File: src/hw/rtl/kwm_pkg.sv
package kwm_pkg;

    // Fixed field widths of the ports
    localparam int LANE_W = 3;   // lane / source_lane
    localparam int CFG_W  = 4;   // lane_count register

    localparam logic [CFG_W-1:0] LANE_COUNT_RESET = CFG_W'(8);

endpackage

File: src/hw/rtl/kwm_fifo.sv
module kwm_fifo
    import kwm_pkg::*;
#(
    parameter int WIDTH = 8,
    parameter int DEPTH = 2
)
(
    input  logic             clk,
    input  logic             rst_n,
    input  logic             wr_en,
    input  logic [WIDTH-1:0] wr_data,
    output logic             full,
    input  logic             rd_en,
    output logic [WIDTH-1:0] rd_data,
    output logic             empty
);

    localparam int PW = (DEPTH > 1) ? $clog2(DEPTH) : 1;
    localparam int CW = $clog2(DEPTH + 1);

    logic [WIDTH-1:0] mem_reg [DEPTH];
    logic [PW-1:0]    wr_ptr_reg, wr_ptr_next;
    logic [PW-1:0]    rd_ptr_reg, rd_ptr_next;
    logic [CW-1:0]    count_reg, count_next;
    logic             wr_fire;
    logic             rd_fire;

    assign full    = (count_reg == CW'(DEPTH));
    assign empty   = (count_reg == '0);
    assign rd_data = mem_reg[rd_ptr_reg];
    assign wr_fire = wr_en && !full;
    assign rd_fire = rd_en && !empty;

    always_comb
    begin
        wr_ptr_next = wr_ptr_reg;
        rd_ptr_next = rd_ptr_reg;
        count_next  = count_reg;
        if (wr_fire)
        begin
            wr_ptr_next = (wr_ptr_reg == PW'(DEPTH - 1)) ? '0 : wr_ptr_reg + PW'(1);
        end
        if (rd_fire)
        begin
            rd_ptr_next = (rd_ptr_reg == PW'(DEPTH - 1)) ? '0 : rd_ptr_reg + PW'(1);
        end
        case ({wr_fire, rd_fire})
            2'b10:   count_next = count_reg + CW'(1);
            2'b01:   count_next = count_reg - CW'(1);
            default: count_next = count_reg;
        endcase
    end

    always_ff @(posedge clk or negedge rst_n)
    begin
        if (!rst_n)
        begin
            wr_ptr_reg <= '0;
            rd_ptr_reg <= '0;
            count_reg  <= '0;
        end
        else
        begin
            wr_ptr_reg <= wr_ptr_next;
            rd_ptr_reg <= rd_ptr_next;
            count_reg  <= count_next;
        end
    end

    always_ff @(posedge clk)
    begin
        if (wr_fire)
        begin
            mem_reg[wr_ptr_reg] <= wr_data;
        end
    end

endmodule

File: src/hw/rtl/kwm_front.sv
module kwm_front
    import kwm_pkg::*;
#(
    parameter int LANES       = 8,
    parameter int VALUE_WIDTH = 32,
    parameter int LW          = $clog2(LANES),
    parameter int QW          = VALUE_WIDTH + LW + 2
)
(
    input  logic                          clk,
    input  logic                          rst_n,
    input  logic                          push,
    output logic                          full,
    input  logic [LANE_W-1:0]             lane,
    input  logic signed [VALUE_WIDTH-1:0] value,
    input  logic                          lane_end,
    input  logic [CFG_W-1:0]              lane_count,
    input  logic                          q_pop,
    output logic [QW-1:0]                 q_data,
    output logic                          q_empty
);

    logic          lane_ok;
    logic [LW-1:0] lane_idx;
    logic [QW-1:0] entry;

    // lane must be below both the programmed count and the lane storage
    assign lane_ok  = ({1'b0, lane} < {1'b0, lane_count}) && (int'(lane) < LANES);
    assign lane_idx = LW'(lane);
    // entry: {apply, lane index, end marker, value}
    assign entry    = {lane_ok, lane_idx, lane_end, value};

    kwm_fifo #(
        .WIDTH (QW),
        .DEPTH (2)
    ) u_queue (
        .clk     (clk),
        .rst_n   (rst_n),
        .wr_en   (push),
        .wr_data (entry),
        .full    (full),
        .rd_en   (q_pop),
        .rd_data (q_data),
        .empty   (q_empty)
    );

endmodule

File: src/hw/rtl/kwm_back.sv
module kwm_back
    import kwm_pkg::*;
#(
    parameter int LANES       = 8,
    parameter int VALUE_WIDTH = 32,
    parameter int LW          = $clog2(LANES),
    parameter int QW          = VALUE_WIDTH + LW + 2,
    parameter int OW          = VALUE_WIDTH + LANE_W + 1
)
(
    input  logic             clk,
    input  logic             rst_n,
    input  logic [CFG_W-1:0] lane_count,
    input  logic [QW-1:0]    q_data,
    input  logic             q_empty,
    output logic             q_pop,
    input  logic             o_full,
    output logic             o_push,
    output logic [OW-1:0]    o_data
);

    localparam int VW  = VALUE_WIDTH;
    localparam int PAD = 1 << LW;

    logic signed [VW-1:0] head_value_reg [LANES];
    logic [LANES-1:0]     head_valid_reg, head_valid_next;
    logic [LANES-1:0]     lane_finished_reg, lane_finished_next;
    logic                 merge_over_reg, merge_over_next;

    logic                 step;
    logic                 take;
    logic                 wr_head;
    logic                 q_apply;
    logic [LW-1:0]        q_lane;
    logic                 q_end;
    logic signed [VW-1:0] q_value;

    logic [LANES-1:0]     active;
    logic [LANES-1:0]     valid_mid;
    logic [LANES-1:0]     fin_mid;
    logic                 all_ready;

    logic                 node_vld [2*PAD];
    logic signed [VW-1:0] node_key [2*PAD];
    logic [LW-1:0]        node_idx [2*PAD];

    assign q_value = q_data[VW-1:0];
    assign q_end   = q_data[VW];
    assign q_lane  = q_data[VW+LW:VW+1];
    assign q_apply = q_data[VW+LW+1];

    assign step    = !q_empty && !o_full;
    assign q_pop   = step;
    assign take    = step && !merge_over_reg && q_apply
                     && !head_valid_reg[q_lane] && !lane_finished_reg[q_lane];
    assign wr_head = take && !q_end;

    // lane state with this item folded in
    always_comb
    begin
        valid_mid = head_valid_reg;
        fin_mid   = lane_finished_reg;
        if (take)
        begin
            if (q_end)
            begin
                fin_mid[q_lane] = 1'b1;
            end
            else
            begin
                valid_mid[q_lane] = 1'b1;
            end
        end
        all_ready = 1'b1;
        for (int i = 0; i < LANES; i++)
        begin
            active[i] = (i < int'(lane_count));
            if (active[i] && !valid_mid[i] && !fin_mid[i])
            begin
                all_ready = 1'b0;
            end
        end
    end

    // min tree over active heads; left wins ties so the lower lane is picked
    always_comb
    begin
        for (int i = 0; i < LANES; i++)
        begin
            node_vld[PAD+i] = valid_mid[i] && active[i];
            node_key[PAD+i] = (wr_head && (q_lane == LW'(i))) ? q_value : head_value_reg[i];
            node_idx[PAD+i] = LW'(i);
        end
        for (int i = LANES; i < PAD; i++)
        begin
            node_vld[PAD+i] = 1'b0;
            node_key[PAD+i] = '0;
            node_idx[PAD+i] = '0;
        end
        node_vld[0] = 1'b0;
        node_key[0] = '0;
        node_idx[0] = '0;
        for (int n = PAD - 1; n >= 1; n--)
        begin
            if (node_vld[2*n] && (!node_vld[2*n+1] || (node_key[2*n] <= node_key[2*n+1])))
            begin
                node_vld[n] = 1'b1;
                node_key[n] = node_key[2*n];
                node_idx[n] = node_idx[2*n];
            end
            else
            begin
                node_vld[n] = node_vld[2*n+1];
                node_key[n] = node_key[2*n+1];
                node_idx[n] = node_idx[2*n+1];
            end
        end
    end

    always_comb
    begin
        head_valid_next    = head_valid_reg;
        lane_finished_next = lane_finished_reg;
        merge_over_next    = merge_over_reg;
        o_push             = step && !merge_over_reg && all_ready;
        o_data             = '0;
        if (step)
        begin
            head_valid_next    = valid_mid;
            lane_finished_next = fin_mid;
        end
        if (o_push)
        begin
            if (node_vld[1])
            begin
                head_valid_next[node_idx[1]] = 1'b0;
                o_data = {1'b0, LANE_W'(node_idx[1]), node_key[1]};
            end
            else
            begin
                merge_over_next = 1'b1;
                o_data = {1'b1, {LANE_W{1'b0}}, {VW{1'b0}}};
            end
        end
    end

    always_ff @(posedge clk or negedge rst_n)
    begin
        if (!rst_n)
        begin
            head_valid_reg    <= '0;
            lane_finished_reg <= '0;
            merge_over_reg    <= 1'b0;
        end
        else
        begin
            head_valid_reg    <= head_valid_next;
            lane_finished_reg <= lane_finished_next;
            merge_over_reg    <= merge_over_next;
        end
    end

    always_ff @(posedge clk)
    begin
        if (wr_head)
        begin
            head_value_reg[q_lane] <= q_value;
        end
    end

endmodule

File: src/hw/rtl/k_way_sorted_merge.sv
// k-way sorted merge. Feed it elements of up to lane_count ascending lanes of
// signed values, each tagged with its lane, or an end marker for a lane; it
// returns one ascending stream, each element tagged with the lane it came from,
// which is the lane whose next element it wants. Once every active lane holds a
// head or has ended, the smallest head goes out (ties to the lowest lane); when
// all active lanes have ended, one done item goes out and everything after it is
// ignored until reset. Inputs for inactive, already full or already ended lanes
// are dropped. Throughput is one input transfer per clock while the result
// queue is not full; a result is written into the output queue as its input
// transfer leaves the input queue and can be popped from the next clock on. The
// transfer waits in the input queue; the head update and min-select run
// combinationally as it leaves that queue, and their comparator tree over LANES
// heads sets the clock period. Both sides have two-entry queues, so push and
// pop stall independently. Write lane_count only while the block is idle.
module k_way_sorted_merge
    import kwm_pkg::*;
#(
    parameter int LANES       = 8,
    parameter int VALUE_WIDTH = 32
)
(
    input  logic                          clk,
    input  logic                          rst_n,

    // input queue side
    input  logic                          push,
    output logic                          full,
    input  logic [LANE_W-1:0]             lane,
    input  logic signed [VALUE_WIDTH-1:0] value,
    input  logic                          lane_end,

    // result queue side
    output logic                          empty,
    input  logic                          pop,
    output logic signed [VALUE_WIDTH-1:0] out_value,
    output logic [LANE_W-1:0]             source_lane,
    output logic                          done_res,

    // lane_count write channel
    input  logic                          cfg_valid,
    output logic                          cfg_ready,
    input  logic [CFG_W-1:0]              cfg_data
);

    localparam int LW = $clog2(LANES);
    localparam int QW = VALUE_WIDTH + LW + 2;
    localparam int OW = VALUE_WIDTH + LANE_W + 1;

    logic [CFG_W-1:0] lane_count_reg;

    logic [QW-1:0]    q_data;
    logic             q_empty;
    logic             q_pop;

    logic [OW-1:0]    o_data;
    logic             o_push;
    logic             o_full;
    logic [OW-1:0]    r_data;

    // lane_count: values above LANES behave as LANES
    assign cfg_ready = 1'b1;

    always_ff @(posedge clk or negedge rst_n)
    begin
        if (!rst_n)
        begin
            lane_count_reg <= LANE_COUNT_RESET;
        end
        else if (cfg_valid && cfg_ready)
        begin
            lane_count_reg <= cfg_data;
        end
    end

    // front: tags each transfer with whether its lane is in range, then queues it
    kwm_front #(
        .LANES       (LANES),
        .VALUE_WIDTH (VALUE_WIDTH),
        .LW          (LW),
        .QW          (QW)
    ) u_front (
        .clk        (clk),
        .rst_n      (rst_n),
        .push       (push),
        .full       (full),
        .lane       (lane),
        .value      (value),
        .lane_end   (lane_end),
        .lane_count (lane_count_reg),
        .q_pop      (q_pop),
        .q_data     (q_data),
        .q_empty    (q_empty)
    );

    // back: head table, min-select, done detection
    kwm_back #(
        .LANES       (LANES),
        .VALUE_WIDTH (VALUE_WIDTH),
        .LW          (LW),
        .QW          (QW),
        .OW          (OW)
    ) u_back (
        .clk        (clk),
        .rst_n      (rst_n),
        .lane_count (lane_count_reg),
        .q_data     (q_data),
        .q_empty    (q_empty),
        .q_pop      (q_pop),
        .o_full     (o_full),
        .o_push     (o_push),
        .o_data     (o_data)
    );

    // result queue: {done, lane, value}
    kwm_fifo #(
        .WIDTH (OW),
        .DEPTH (2)
    ) u_out_queue (
        .clk     (clk),
        .rst_n   (rst_n),
        .wr_en   (o_push),
        .wr_data (o_data),
        .full    (o_full),
        .rd_en   (pop),
        .rd_data (r_data),
        .empty   (empty)
    );

    assign out_value   = r_data[VALUE_WIDTH-1:0];
    assign source_lane = r_data[VALUE_WIDTH+LANE_W-1:VALUE_WIDTH];
    assign done_res    = r_data[OW-1];

endmodule
File: config.mk
export PLATFORM = sky130hd
export DESIGN_NAME = k_way_sorted_merge
export DESIGN_NICKNAME = d
export VERILOG_FILES = /design/src/hw/rtl/kwm_pkg.sv /design/src/hw/rtl/kwm_fifo.sv /design/src/hw/rtl/kwm_front.sv /design/src/hw/rtl/kwm_back.sv /design/src/hw/rtl/k_way_sorted_merge.sv
export SDC_FILE = /design/constraint.sdc
export NUM_CORES = 1
export LEC_CHECK = 0
export CAP_MARGIN = 20
export CORE_MARGIN = 1.5
export CORE_UTILIZATION = 55
export CTS_BUF_LIST = sky130_fd_sc_hd__clkbuf_4 sky130_fd_sc_hd__clkbuf_8
export CTS_CLUSTER_SIZE = 40
export DETAILED_ROUTE_END_ITERATION = 8
export DONT_BUFFER_PORTS = 1
export PLACE_DENSITY = 0.67
export SYNTH_ARGS = -nofsm -noshare
export SYNTH_HDL_FRONTEND = slang
export SYNTH_HIERARCHICAL = 1
export SYNTH_SLANG_ARGS = --single-unit
File: constraint.sdc
create_clock -name clk -period 10.74 [get_ports clk]
set_clock_uncertainty 0.1 [all_clocks]
set_input_delay 1.611 -clock clk [delete_from_list [all_inputs] [get_ports clk]]
set_output_delay 1.611 -clock clk [all_outputs]
set_load 0.02 [all_outputs]
---- After elaboration in Yosys (flattened, before gate mapping) ----
Memories as Yosys holds them, arrays and structs flattened.
Cells that the tools add are included.
operators by class
  order comparisons ....................... 20
  multiplexer cells ....................... 66
  divide/modulo/power cells ............... 0
  $add $sub $neg .......................... 8
  eq/ne operators ......................... 13
  shift-type cells ........................ 0
  reductions and logical operators ........ 96
  bitwise gates (word level) .............. 5
  $mul .................................... 0
operator list
  cell                   number
  $mux W32               15
  $le A32 B32 Y1         7
  $mux W36               2
  $mux W8                7
  $logic_and A1 B1 Y1    52
  $mux W1                33
  $logic_not A1 Y1       31
  $lt A3 B4 Y1 const A   4
  $or A8 B8 Y8           2
  $eq A3 B3 Y1 const B   4
  $and A8 B8 Y8          1
  $eq A2 B2 Y1 const B   4
  $lt A1 B4 Y1 const A   2
  $lt A2 B4 Y1 const A   2
  $lt A3 B4 Y1 const B   2
  $not A8 Y8             1
  $pmux W2 S2            2
  $logic_or A1 B1 Y1     7
  $bmux W1 S3            2
  $demux W1 S3           2
  $eq A3 B2 Y1 const B   2
  $ge A3 B1 Y1 const B   2
  $add A1 B1 Y1 const B  4
  $add A2 B1 Y2 const B  2
  11 further kinds       16
word-level totals
  output and inout port bits .............. 39
  bits in latches ......................... 0
  bits in registers ....................... 29
  input port bits ......................... 45
  ROM bits ................................ 0
  memories kept ........................... 3
  RAM bits ................................ 402
memory list
  memory                   depth  bits a word  read ports  clocked after memory_dff  write ports  line            source
  u_back.head_value_reg    8      32           8           0                         1            kwm_back.sv:25  logic signed [VW-1:0] head_value_reg [LANES];
  u_front.u_queue.mem_reg  2      37           1           0                         1            kwm_fifo.sv:21  logic [WIDTH-1:0] mem_reg [DEPTH];
  u_out_queue.mem_reg      2      36           1           0                         1            kwm_fifo.sv:21

---- Logic depth before layout (Yosys ltp) ----
  word-level depth ........................ 30
  depth in mapped cells ................... 46

---- By module ----
Netlist, hierarchy kept.
by module, submodules not included
  module                      sequential area each (µm²)  cells each  area an instance (µm²)  times used
  kwm_back                    8112.8                      1771        19807.7                 1
  kwm_fifo (u_front.u_queue)  2322.2                      133         2949.1                  1
  kwm_fifo (u_out_queue)      2262.2                      130         2944.1                  1
  k_way_sorted_merge          101.3                       10          157.7                   1
  kwm_front                   0.0                         8           56.3                    1

---- Worst setup path after synthesis ----
OpenSTA, ideal clock, no wires.
  path type ............................... reg2reg
  from .................................... register u_front.u_queue.rd_ptr_reg
  to ...................................... memory u_out_queue/mem_reg[0][32] (netlist name) (data pin)
  library setup time ...................... 0.284 ns
  arrival ................................. 9.334 ns
  cell stages (with the launch flop) ...... 44
  required time ........................... 10.356 ns
  setup slack ............................. 1.022 ns
  cells stage by stage .................... dfrtp_1 -> buf_6 -> buf_6 -> mux2_4 -> buf_4 -> or2_4 -> o221ai_4 -> o22a_1 -> nor2_1 -> nand2_1 -> buf_2 -> mux2i_1 -> inv_1 -> ha_1 -> a21oi_1 -> a21boi_0 -> or4b_2 -> o31ai_1 -> [8 not listed] -> a2111o_1 -> o32a_1 -> mux2i_1 -> a211oi_2 -> or2_1 -> buf_4 -> buf_6 -> mux2i_1 -> ha_1 -> and4_1 -> a221oi_1 -> o21ai_0 -> a221oi_1 -> o211a_1 -> o211ai_1 -> o211ai_2 -> clkbuf_1 -> o32ai_1
on the way
  longest elaborated chain between the ends .. 23
  elaborated cells between the ends (all ways) .. 146
  classes of those cells .................. order compare: 9; eq/ne: 7; mux: 48; bitwise: 2; reduce/logical: 79; memory: 1
RTL lines
  item                                                                         line                                            source
  start: declaration                                                           kwm_fifo.sv:23                                  logic [PW-1:0] rd_ptr_reg, rd_ptr_next;
  start signal: assignment                                                     kwm_fifo.sv:65                                  rd_ptr_reg <= rd_ptr_next;
  $mem_v2 Z2 W37 *                                                             n/a
  via q_data[34]                                                               k_way_sorted_merge.sv:51                        logic [QW-1:0] q_data;
  $bmux W1 S3 (tied with other cells)                                          kwm_back.sv:55                                  && !head_valid_reg[q_lane] && !lane_finished_reg[q_lane];
  $mux W1 (not written as such) / $logic_and A1 B1 Y1 (equally long branches)  kwm_back.sv:55, kwm_back.sv:67, kwm_back.sv:71
  $logic_not A1 Y1 / $mux W1 (equally long branches)                           kwm_back.sv:55, kwm_back.sv:67, kwm_back.sv:71
  $logic_and A1 B1 Y1 / $demux W1 S3 (equally long branches)                   n/a
  $logic_and A1 B1 Y1 / $or A8 B8 Y8 (equally long branches)                   n/a
  $logic_and A1 B1 Y1 / $mux W8 (equally long branches)                        kwm_back.sv:56, kwm_back.sv:65
  [9 not listed]                                                               n/a
  $mux W32 / $mux W1 (equally long branches)                                   kwm_back.sv:105                                 if (node_vld[2*n] && (!node_vld[2*n+1] || (node_key[2*n] <= node_key[2*n+1])))
  $le A32 B32 Y1 / $logic_not A1 Y1 (equally long branches)                    kwm_back.sv:105
  $logic_or A1 B1 Y1                                                           kwm_back.sv:105
  $logic_and A1 B1 Y1                                                          kwm_back.sv:105
  $mux W3 / $mux W1 (equally long branches)                                    kwm_back.sv:105
  $mux W36                                                                     kwm_back.sv:134                                 if (node_vld[1])
  $mux W36 *                                                                   kwm_back.sv:132                                 if (o_push)
  via o_data[32]                                                               k_way_sorted_merge.sv:55                        logic [OW-1:0] o_data;
  end: declaration                                                             kwm_fifo.sv:21
The timed path passes the listed nets; every way through them passes the cells marked *. The select of a mux whose other input is x is not followed.

---- Worst setup path after layout ----
  from .................................... register u_front.u_queue.rd_ptr_reg
  to ...................................... memory u_out_queue/mem_reg[1][32] (netlist name) (data pin)
on the way
  elaborated cells between the ends (all ways) .. 146
  classes of those cells .................. order compare: 9; eq/ne: 7; mux: 48; bitwise: 2; reduce/logical: 79; memory: 1
RTL lines
  item                                                       line                      source
  $mem_v2 Z2 W37 *                                           n/a
  via q_data[32]                                             k_way_sorted_merge.sv:51
  $logic_not A1 Y1                                           kwm_back.sv:56            assign wr_head = take && !q_end;
  $logic_and A1 B1 Y1                                        kwm_back.sv:56
  $logic_and A1 B1 Y1                                        kwm_back.sv:91            node_key[PAD+i] = (wr_head && (q_lane == LW'(i))) ? q_value : head_value_reg[i];
  $mux W32                                                   kwm_back.sv:91
  $le A32 B32 Y1                                             kwm_back.sv:105
  $logic_or A1 B1 Y1                                         kwm_back.sv:105
  [5 not listed]                                             n/a
  $mux W32 / $mux W1 (equally long branches)                 kwm_back.sv:105
  $le A32 B32 Y1 / $logic_not A1 Y1 (equally long branches)  kwm_back.sv:105
  $logic_or A1 B1 Y1                                         kwm_back.sv:105
  $logic_and A1 B1 Y1                                        kwm_back.sv:105
  $mux W3 / $mux W1 (equally long branches)                  kwm_back.sv:105
  $mux W36                                                   kwm_back.sv:134
  $mux W36 *                                                 kwm_back.sv:132
  via o_data[32]                                             k_way_sorted_merge.sv:55
Marked as above.

==> run_results.csv <==
group,metric,value,unit
synthesis,synth_edf_count,402,
status,status,"finished clean",
floorplan,fp.dieW,220.1,um
sta,max_slew_margin,22.16,%
clock_tree,clkTransAtPathRegs,0.06,ns
min_path,min_path_type,"reg -> reg",
clock_tree,cts_buffers,76,
route,drt_first_pass_iters,5,
final_layout,nNetsFinal,2470,
pwr,switching_share,40.59,%
worst_setup_path,critical_path.most_common_cell,"buf_4",
floorplan,fp.dieH,220.1,um
floorplan,core,0.04656,mm^2
worst_setup_path,ff2ff_path_depth,41,
synthesis,synth_cells,2052,
synthesis,synth_area,0.02591,mm^2
pwr,ir_worst_vdd,0.0002636,V
clock_tree,cts.sinks,431,
clock_tree,cts_hold_buf,0,
pwr,power_frac_seq,30.4,%
floorplan,die_area,0.04843,mm^2
final_layout,final_cells,2867,
route,wl,65.46,mm
route,drc,0,
clock_tree,h-tree-depth,3,
final_layout,largest_reg_flops,256,
synthesis,synth_seq_cells,431,
synthesis,synth_seq_area_share,49.39,%
route,vias,17137,
synthesis,syn_area_per_cell,12.63,um^2
global_route,grt_max_degree,38,
pwr,power.share.clock,19.5,%
synthesis,ys_warn_count,6,
worst_setup_path,critical_path_class,"reg -> reg",
global_route,grt_pass1_vias,17065,
sta,fin_crit_sh,95.53,%
clock_tree,cts.path.max_buffers,3,
route,first_iter_violations,1346,
worst_setup_path,crit_path_start_kind,"flop",
clock_tree,clock_latency,0.67,ns
sta,tightest_slew,1.155,ns
final_layout,fillers,3683,
route,ant_nets,0,
worst_setup_path,rr_endpoint,"u_out_queue/mem_reg[1][32]",
synthesis,ys.flop_type,"edfxtp_1",
sta,fmax,97.47,MHz
pwr,power_density,259.5,mW/mm^2
floorplan,start_util,55.66,%
sta,fin_setup_tns,0,ns
pwr,leakage,12.47,nW
clock_tree,cts_tree,"built",
global_route,antenna_found_initial,2,
pwr,switchingPower,3.070,mW
worst_setup_path,crit_fanout,34,
placement,dp_hpwl,48.61,mm
worst_setup_path,crit_end,"u_out_queue/mem_reg[1][32]",
placement,gp_congestion,0.9749,
sta,finalSetupViolations,0,
floorplan,rows,79,
floorplan,ios,84,
worst_setup_path,cp_slowest_stage_delay,0.43,ns
worst_setup_path,crit_path_top_delay_cell,"or3_1",
global_route,track_usage,27.20,%
sta,finalHoldViolations,0,
worst_setup_path,worst_ep_arrival_time,10.49,ns
synthesis,yosysUniqueCellTypes,83,
sta,drv_slew,0,
run,cap_viol_max_count,0,
worst_setup_path,r2r_slack,0.48,ns
placement,io_buffers,0,
pwr,comb_power_share,50.1,%
global_route,grt_first_pass_wirelength,98.38,mm
final_layout,syn2layout_area_growth,12.47,%
synthesis,async_reset_ff_share,6.729,%
clock_tree,clockRootBuffer,"clkbuf_8",
synthesis,synth_nets,2325,
final_layout,final_core_util,62.61,%
worst_setup_path,rr_startpoint,"u_front/u_queue/rd_ptr_reg",
global_route,overflow,0,
worst_setup_path,worstPathRequired,10.97,ns
pwr,finalPower,7.563,mW
worst_setup_path,crit_path_start,"u_front/u_queue/rd_ptr_reg",
pwr,p_int,4.493,mW
route,wire_per_inst,22.83,um
worst_setup_path,end_kind,"flop",
placement,placed_cells_incl_taps,2720,
final_layout,layout-drive-gt1-share,19.39,%
sta,layout_min_cycle_time,10.26,ns
route,viasPerCell,5.977,
-- how the worst min path moves through the flow --
| stage | start | end | slack [ns] | cells after the start |
|---|---|---|---|---|
| finish | u_back/lane_finished_reg[5] | u_back/lane_finished_reg[5] | 0.38 | 1 |
| global route | u_back/lane_finished_reg[5] | u_back/lane_finished_reg[5] | 0.39 | 1 |
| CTS | u_back/lane_finished_reg[5] | u_back/lane_finished_reg[5] | 0.38 | 1 |
| detailed placement | u_back/lane_finished_reg[5] | u_back/lane_finished_reg[5] | 0.37 | 1 |
| global placement | u_back/lane_finished_reg[5] | u_back/lane_finished_reg[5] | 0.36 | 1 |
| floorplan | u_back/lane_finished_reg[2] | u_back/lane_finished_reg[2] | 0.33 | 1 |
-- per-stage QoR --
step / instance area (um^2) / worst slack, ns / hold WS [ns]
final: 29150 / 0.4805 / 0.3847
after floorplan: 25910 / 1.022 / 0.3287
after detailed placement: 27450 / -0.02419 / 0.3670
after CTS: 28940 / 0.02620 / 0.3787
after global placement: 27450 / 0.04447 / 0.3634
after global routing: 29150 / -0.05334 / 0.3919
-- what timing repair did --
action                     4_1_cts  5_1_grt
setup endpoints to repair        4       78
pin swaps                        0        3
gates resized for setup          3       31
cloned                           0        1
buffers inserted                 0        4
-- logic make-up after synthesis --
family,after synthesis,share of synthesized area (%)
and+or+nand+nor,288,5.601
DFF,431,49.39
buffers and inverters,285,5.007
xor gates and xnor gates,10,0.3380
adders and majority gates,228,11.01
muxes,496,20.40
AOI/OAI and AO/OA,313,8.246
other,1,0.01447
-- cell type report --
type                            instances  area, um^2  share of cell area [%]
Antenna cell                            1       2.502                0.008586
Clock buffer                           97        1216                   4.173
Clock inverter                         43       260.3                  0.8929
Inverter                              210       788.3                   2.704
Multi-Input combinational cell       1336       12030                   41.29
Sequential cell                       431       12800                   43.92
Tap cell                              607       759.5                   2.606
Timing Repair Buffer                  142        1285                   4.409
-- cell usage after synthesis (8+ instances only) --
cell	count	area share, %
edfxtp_1	402	47
mux2i_1	386	15
ha_1	228	11
inv_1	209	3.0
a21oi_1	87	1.7
nor2_1	84	1.2
mux2_2	61	2.7
nand2_1	59	0.85
mux2_4	49	2.8
nand4_1	40	0.97
o22ai_1	38	0.92
a22oi_1	32	0.93
buf_2	32	0.62
o21ai_0	29	0.56
dfrtp_1	28	2.7
a21o_1	26	0.75
nand3_1	26	0.50
nor3_1	16	0.31
buf_6	14	0.61
clkbuf_1	14	0.20
nor2b_1	11	0.27
buf_4	9	0.26
nor4_1	9	0.22
o211ai_1	9	0.26
o21a_1	9	0.26
o21bai_1	8	0.23
-- layer usage --
| layer | vias up | track usage [%] | share of wire [%] |
|---|---|---|---|
| met5 | - | 0 | 0 |
| met4 | 0 | 8.413 | 2.3 |
| met3 | 93 | 5.066 | 5.9 |
| met2 | 511 | 41.01 | 44 |
| met1 | 8462 | 39.69 | 47 |
| li1 | 8071 | - | - |
-- critical path, delay by kind of cell, from the launching register on --
| kind | cells | cell delay (ns) |
|---|---|---|
| buf+inv | 12 | 2.34 |
| compound gates | 10 | 2.21 |
| fa+ha+maj | 3 | 0.84 |
| simple gates | 13 | 2.91 |
| mux | 3 | 1.07 |
| flops | 1 | 0.42 |
-- power by group through the flow --
stage / sequential [mW] / combinational (mW) / clock, mW
final: 2.30 / 3.79 / 1.47
after CTS: 2.30 / 3.67 / 1.51
after global placement: 2.33 / 3.59 / 0
after floorplan: 2.26 / 2.38 / 0
after detailed placement: 2.33 / 3.65 / 0
after global routing: 2.32 / 4.09 / 1.58
-- placed cells by master (no fill, tap or decap), types with 55 or more instances in the layout --
cell      instances
nand2_1          55
inv_1           208
ha_1            228
mux2i_1         376
buf_4           122
edfxtp_1        402
clkbuf_8         78
mux2_2           61
a21oi_1          86
nor2_1           81
Power figures use the tool's default switching activity.
